===== config.mk =====
export PLATFORM = sky130hd
export DESIGN_NAME = lpu_norm_div
export DESIGN_NICKNAME = d
export VERILOG_FILES = /design/src/rtl/lpu_pkg.sv /design/src/rtl/lpu_norm_div.sv
export SDC_FILE = /design/constraint.sdc
export NUM_CORES = 2
export LEC_CHECK = 0
export BUFFER_PORTS_ARGS = -buffer_cell sky130_fd_sc_hd__buf_2
export CORE_MARGIN = 2
export CORE_UTILIZATION = 60
export CTS_BUF_LIST = sky130_fd_sc_hd__clkbuf_2
export DETAILED_ROUTE_END_ITERATION = 16
export GPL_ROUTABILITY_DRIVEN = 0
export HOLD_SLACK_MARGIN = 0.08
export PLACE_DENSITY = 0.84
export RECOVER_POWER = 25
export SYNTH_ARGS = -nofsm -noshare
export SYNTH_HDL_FRONTEND = slang
export SYNTH_SLANG_ARGS = --single-unit

===== constraint.sdc =====
create_clock -name clk_i -period 5.8 [get_ports clk_i]
set_input_delay 1.16 -clock clk_i [delete_from_list [all_inputs] [get_ports clk_i]]
set_output_delay 1.16 -clock clk_i [all_outputs]
set_load 0.01 [all_outputs]

===== src/rtl/lpu_pkg.sv =====
// Package for the point undistortion unit: widths, Q4.28 helpers, register indexes.
// No dependencies.
`timescale 1ns / 1ps
package lpu_pkg;
  localparam int unsigned Iterations = 20;
  localparam int unsigned Frac = 28;
  localparam int unsigned PixW = 16;
  localparam int unsigned FocW = 18;
  localparam int unsigned OutW = 18;
  localparam int unsigned QW = 32;
  localparam int unsigned CfgIdxW = 3;
  localparam int unsigned CfgDataW = 32;
  // normalization divider: numerator 17+28 bits magnitude, quotient kept 46 bits
  localparam int unsigned DivNumW = 46;

  typedef enum logic [CfgIdxW-1:0] {
    RegFocalX = 3'd0, RegFocalY = 3'd1, RegCenterX = 3'd2, RegCenterY = 3'd3,
    RegK1 = 3'd4, RegK2 = 3'd5, RegP1 = 3'd6, RegP2 = 3'd7
  } reg_idx_e;

  typedef logic signed [QW-1:0] q_t;

  typedef struct packed {
    logic [FocW-1:0] focal_x;
    logic [FocW-1:0] focal_y;
    logic [PixW-1:0] center_x;
    logic [PixW-1:0] center_y;
    q_t k1;
    q_t k2;
    q_t p1;
    q_t p2;
  } cfg_t;

  typedef struct packed {
    q_t mx;
    q_t my;
    q_t x;
    q_t y;
  } iter_t;

  function automatic q_t sat_q(input logic signed [39:0] v);
    if (v > 40'sd2147483647) return 32'sh7fffffff;
    if (v < -40'sd2147483648) return 32'sh80000000;
    return v[QW-1:0];
  endfunction

  function automatic q_t qmul(input q_t a, input q_t b);
    logic signed [63:0] p;
    logic signed [63:0] s;
    p = 64'(a) * 64'(b);
    s = (p + 64'sd134217728) >>> Frac;
    if (s > 64'sd2147483647) return 32'sh7fffffff;
    if (s < -64'sd2147483648) return 32'sh80000000;
    return s[QW-1:0];
  endfunction
endpackage


===== src/rtl/lpu_norm_div.sv =====
// Pipelined restoring divider for normalization, one quotient bit per stage.
// Depends on lpu_pkg.
`timescale 1ns / 1ps
module lpu_norm_div (
  input  logic clk_i,
  input  logic en_i,
  input  logic [lpu_pkg::PixW-1:0] p_i,
  input  logic [lpu_pkg::PixW-1:0] c_i,
  input  logic [lpu_pkg::FocW-1:0] f_i,
  output lpu_pkg::q_t q_o
);
  localparam int unsigned N = lpu_pkg::DivNumW;
  localparam int unsigned FW = lpu_pkg::FocW;
  localparam int unsigned PixW_E = lpu_pkg::PixW;
  logic [N-1:0] num_q [N+1];
  logic [FW:0] rem_q [N+1];
  logic [FW-1:0] div_q [N+1];
  logic neg_q [N+1];

  logic signed [PixW_E:0] diff;
  assign diff = $signed({1'b0, p_i}) - $signed({1'b0, c_i});

  always_ff @(posedge clk_i) begin
    if (en_i) begin
      neg_q[0] <= diff[PixW_E];
      num_q[0] <= N'(diff[PixW_E] ? -diff : diff) << lpu_pkg::Frac;
      rem_q[0] <= '0;
      div_q[0] <= (f_i == '0) ? FW'(1) : f_i;
    end
  end

  for (genvar s = 0; s < N; s++) begin : g_st
    logic [FW+1:0] tr;
    assign tr = {rem_q[s], num_q[s][N-1]} - {2'b0, div_q[s]};
    always_ff @(posedge clk_i) begin
      if (en_i) begin
        neg_q[s+1] <= neg_q[s];
        div_q[s+1] <= div_q[s];
        if (!tr[FW+1]) begin
          rem_q[s+1] <= tr[FW:0];
          num_q[s+1] <= {num_q[s][N-2:0], 1'b1};
        end else begin
          rem_q[s+1] <= {rem_q[s][FW-1:0], num_q[s][N-1]};
          num_q[s+1] <= {num_q[s][N-2:0], 1'b0};
        end
      end
    end
  end

  logic signed [N:0] sq;
  assign sq = neg_q[N] ? -$signed({1'b0, num_q[N]}) : $signed({1'b0, num_q[N]});
  assign q_o = (sq > (N+1)'(64'sd2147483647)) ? 32'sh7fffffff :
               (sq < -(N+1)'(64'sd2147483648)) ? 32'sh80000000 : sq[31:0];
endmodule


======== Yosys cells after proc, flatten, opt, wreduce, memory -nomap -nowiden ========
Memories as Yosys holds them, arrays and structs flattened.
Cells that the tools add are included.
storage, ports and cells
  register bits after elaboration ......... 0
  bits in writable memories ............... 3948
  input port bits ......................... 52
  output and inout port bits .............. 32
  logic and storage cells ................. 523
  memories ................................ 4
operators by class
  add/subtract/negate cells ............... 49
  $lt $le $gt $ge ......................... 2
  multiplexer cells ....................... 375
  bitwise operators ....................... 92
  reductions and logical operators ........ 1
memory list
  memory  depth  bits a word  rd ports  clocked after Yosys merged registers in  write ports  RTL line            RTL
  num_q   47     46           47        0                                        47           lpu_norm_div.sv:15  logic [N-1:0] num_q [N+1];
  rem_q   47     19           46        0                                        47           lpu_norm_div.sv:16  logic [FW:0] rem_q [N+1];
  div_q   47     18           46        0                                        47           lpu_norm_div.sv:17  logic [FW-1:0] div_q [N+1];
  neg_q   47     1            47        0                                        47           lpu_norm_div.sv:18  logic neg_q [N+1];
operators by type and width
  cell                                                              count
  2-to-1 mux 46 bit                                                 46
  subtractor 20 x 18 -> 20 bit                                      46
  2-to-1 mux 19 bit                                                 46
  2-to-1 mux 1 bit                                                  278
  bitwise OR 1 bit                                                  92
  2-to-1 mux 32 bit                                                 2
  greater-than comparator 47 x 32 -> 1 bit (second input constant)  1
  < comparator 47 x 32 -> 1 bit (second input constant)             1
  2-to-1 mux 47 bit                                                 1
  negator 46 -> 47 bit                                              1
  2-to-1 mux 18 bit                                                 2
  logical NOT 18 bit                                                1
  negator 17 -> 18 bit                                              1
  subtractor 16 x 16 -> 17 bit                                      1

======== Logic depth before layout (Yosys ltp) ========
  word-level depth ........................ 5
  gate-level depth with buffers ........... 14
  gate-level depth less buffers ........... 13

======== Least setup slack after synthesis ========
Ideal clock, no wire load.
  path type ............................... flip-flop to output port
  start point ............................. mem num_q[2][648] (netlist name)
  end point ............................... out q_o[10]
  arrival ................................. 3.338 ns
  data required time ...................... 4.640 ns
  slack ................................... 1.302 ns
  stages on the path, launching flop included .. 11
  path buffers ............................ 1
  cells stage by stage .................... edfxtp_1 -> or3_4 -> or4_4 -> or4_4 -> or4_4 -> mux2_4 -> a32oi_1 -> a211oi_1 -> a21o_1 -> buf_6 -> a21oi_2
RTL lines
  what             RTL line            RTL
  start, declared  lpu_norm_div.sv:15
  end, declared    lpu_norm_div.sv:10  output lpu_pkg::q_t q_o

==> summary.txt <==
Floorplanning
  – DIE HEIGHT: between 400 and 500 microns
  – Core ar.: 235000 sq um
  – Rows: 178
  – Full die area: 241000 sq um
  – Starting Density: 0.603
  – IO Count: 84
  – Die Width: 491 microns

STA
  – Pins over their slew limit: 98
  – Setup TNS: -24.14 ns
  – Final hold violations: 0
  – Slew Limit Headroom: -1.21
  – RSZ-0062 raised after global routing: yes
  – Final setup skew: approximately 0.22 ns
  – Final Worst Setup Slack: -0.811 ns
  – Period utilization: 1.14
  – Final Setup Violations: 31
  – Fmax: between 150 and 200 MHz
  – Post-layout min period: roughly 6.6 ns
  – Worst-Margin Slew: between 3 and 4 ns

CTS
  – CTS tree: built
  – Total CTS buffers: about 720
  – Worst skew pair latency: between 1.5 and 2 ns
  – Max H-tree Level: 6
  – Max Root-Sink Buffers: 4
  – Clock tree sinks: slightly below 3k
  – Worst-path clk slew: 0.19 ns
  – Root Buffer: clkbuf_2

Placement
  – HPWL Detailed: between 150000 and 200000 microns
  – PortBufs: 83
  – Dpl cell area: between 100000 and 150000 sq um

Status
  – Violated checks: max-capacitance violations, max-slew violations, negative setup slack
  – Status: finished, violations left

Layout
  – Fraction of layout cells with a size suffix above 1: 0.180
  – # nets final: between 10k and 15k
  – Most frequent cells in the layout: 2981 x edfxtp_1, 1013 x clkbuf_2, 988 x inv_1
  – # fillers: roughly 16k
  – Area Overhead vs Synth: 8.49%
  – Post-route cell area: ~150000 sq um
  – Most common cell after layout, fill and taps aside: edfxtp_1
  – Finished Core Util: 0.655

Route
  – DR WL/cell: ~18 microns
  – ANT nets after route: 0
  – DRT iter0 DRCs: 6620
  – Vias: roughly 85k
  – Drt pass-1 iters: 7
  – Via density: between 5 and 6
  – Final WL: between 200000 and 300000 microns
  – Residual DRC: 0

GRT
  – First-pass GRT wire length: about 440000 microns
  – Vias in the first global route: 89.3k
  – Overall routing resource usage: 0.218
  – Initial antenna violation count: 5
  – Total grt overflow: 0
  – Largest net degree at the start of global routing: about 220

Synthesis
  – Synthesis warning total: 0
  – Post-synthesis simple-gate area fraction: 0.0569
  – FF+latch count, synth: just under 3k
  – Register area share after synthesis: 0.630
  – Syn nets: approximately 11k
  – Mapped Avg Cell Area: roughly 14 sq um
  – EDFF count, synth: just under 3k
  – Mapped Cells: 10.2k
  – Post-synth cell types: 73
  – Largest family of logic cells by synthesized area: compound AO/OA/AOI/OAI gates
  – Synth Area in Adders: 0.0770
  – Ys async rst share: 0
  – Mux cell area share after synthesis: 0.0627
  – Netlist Area Pre-Place: 142000 sq um
  – Post-synthesis xor/xnor area fraction: 0.0416
  – Synth Flop Type: edfxtp_1
  – Compound-Gate Fraction of Synth Area: 0.100

Setup path
  – Critical path startpoint category: register
  – Crit path DAT: about 5.5 ns
  – Worst setup EP type: primary output
  – Family with the most delay on the worst path: simple AND/OR/NAND/NOR gates
  – CP max FO: 8
  – Setup CP Type: register to primary output
  – CP bufs+invs: 2
  – Critical Path Max Stage Delay: about 0.52 ns
  – Worst path required time: 4.64 ns
  – Worst-path cell chain: or3_4 -> or4_4 -> or4_4 -> or4_4 -> mux2_4 -> a32oi_2 -> a211oi_2 -> a21o_4 -> buf_12 -> a21oi_4 -> buf_6
  – RR Startpoint: div_q[0][145]
  – RR Endpoint: rem_q[0][184]
  – Critical path origin: num_q[2][649]
  – Crit-path slowest cell: or4_4
  – Worst R2R Path Depth: 11
  – Most used cell along the critical path: or4_4
  – FF-to-FF setup slack: roughly 1.3 ns

Hold path
  – Worst hold start: neg_q[1][7]
  – Hold endpoint: neg_q[1][8]
  – Hold Path Depth: 0
  – Hold Crit Class: register to register

Power and ir drop
  – Max IR drop VDD: between 0.3 and 0.4 mV
  – Pwr/cell area: between 400 and 500 nW/um^2
  – Pleak: a little over 60 nW

Flow run
  – Total of max-cap violations: 1
[registers in the layout, indices dropped and copies added (netlist names)]
| signal | count |
|---|---|
| div_q | 828 |
| neg_q | 47 |
| num_q | 1252 |
| rem_q | 855 |
[worst register-to-register path, stage by stage (launching register included)]
cell,delay (ns)
edfxtp_1,0.46
inv_1,0.08
ha_1,0.22
nor2b_1,0.14
o31a_1,0.30
o41ai_1,0.66
or3_1,0.28
a21oi_1,0.15
nor3_1,0.33
o211ai_1,0.16
mux2i_2,1.03
mux2_2,0.44
[per-layer routing]
metal / GRT usage / vias up / part of all wire
met5: 0 / - / 0.000045
met4: 0.0998 / 2 / 0.037
met3: 0.0395 / 803 / 0.050
met2: 0.388 / 2764 / 0.52
met1: 0.255 / 41400 / 0.40
li1: - / 40200 / -
[worst max-delay path by stage]
stage | slack (ns) | end | cells past startpoint
2_1_floorplan | 1.30 | q_o[10] | 10
3_3_place_gp | 0.97 | q_o[0] | 11
3_5_place_dp | 0.83 | q_o[0] | 11
4_1_cts | -1.17 | q_o[0] | 13
5_1_grt | -1.13 | q_o[4] | 11
6_report | -0.81 | q_o[4] | 11
[power breakdown]
part	leakage (nW)	switching (mW)	total [mW]	internal (mW)
registers	29.1	2.46	32.2	29.8
clock network	4.84	8.15	13.4	5.29
logic	27.0	15.2	30.1	14.8
[layout make-up]
cell class              instances  area [sq um]  area share
inverters                     990          3720      0.0241
well taps                    3150          3940      0.0256
clock inverters               220          1290     0.00840
clock buffers                1012          5060      0.0329
repair buffers                269          2220      0.0144
flip-flops and latches       2982         89500       0.581
diodes                         12          30.0    0.000195
multi-input cells            6017         48300       0.313
[cells in the mapped netlist (118+ instances only)]
cell type	n	area, sq um
nor2b_1	208	1300
xnor2_1	457	4000
nor2_1	511	1920
nand2_1	162	608
clkbuf_1	134	503
edfxtp_1	2981	89500
and2_1	118	738
inv_1	989	3710
ha_1	802	10000
a211oi_1	156	1170
nor3_1	233	1170
xor2_1	218	1910
a21oi_1	485	2430
o21ai_0	299	1500
a21o_1	318	2390
o21a_1	245	1840
mux2_2	717	8070
[stage by stage]
step,worst slack (ns),hold slack (ns),std cells,total power [mW]
floorplan,1.30,0.400,10200,55.3
global placement,0.966,0.400,13300,59.9
detailed placement,0.830,0.405,13300,61.8
CTS,-1.17,0.0805,14600,75.7
global route,-1.13,0.204,14700,80.6
finish,-0.811,0.273,14700,75.7
[kinds of logic (layout without fill, tap and decap cells)]
group | after synthesis | after routing
AND/OR/NAND/NOR | 1614 | 1614
multiplexers | 799 | 799
adder cells (fa/ha/maj) | 847 | 847
other | 1 | 13
buffers and inverters | 1163 | 2491
XOR/XNOR | 675 | 675
AO/OA/AOI/OAI | 2081 | 2081
flip-flops | 2982 | 2982
[repair_timing]
item | CTS | global route
pin swaps | 1 | 5
gates cloned | 0 | 3
hold endpoints to repair | 446 | 0
setup endpoints to repair | 32 | 32
setup buffers | 2 | 13
gates resized for setup | 8 | 20
hold buffers | 100 | 0
(Power assumes the default switching activity.)
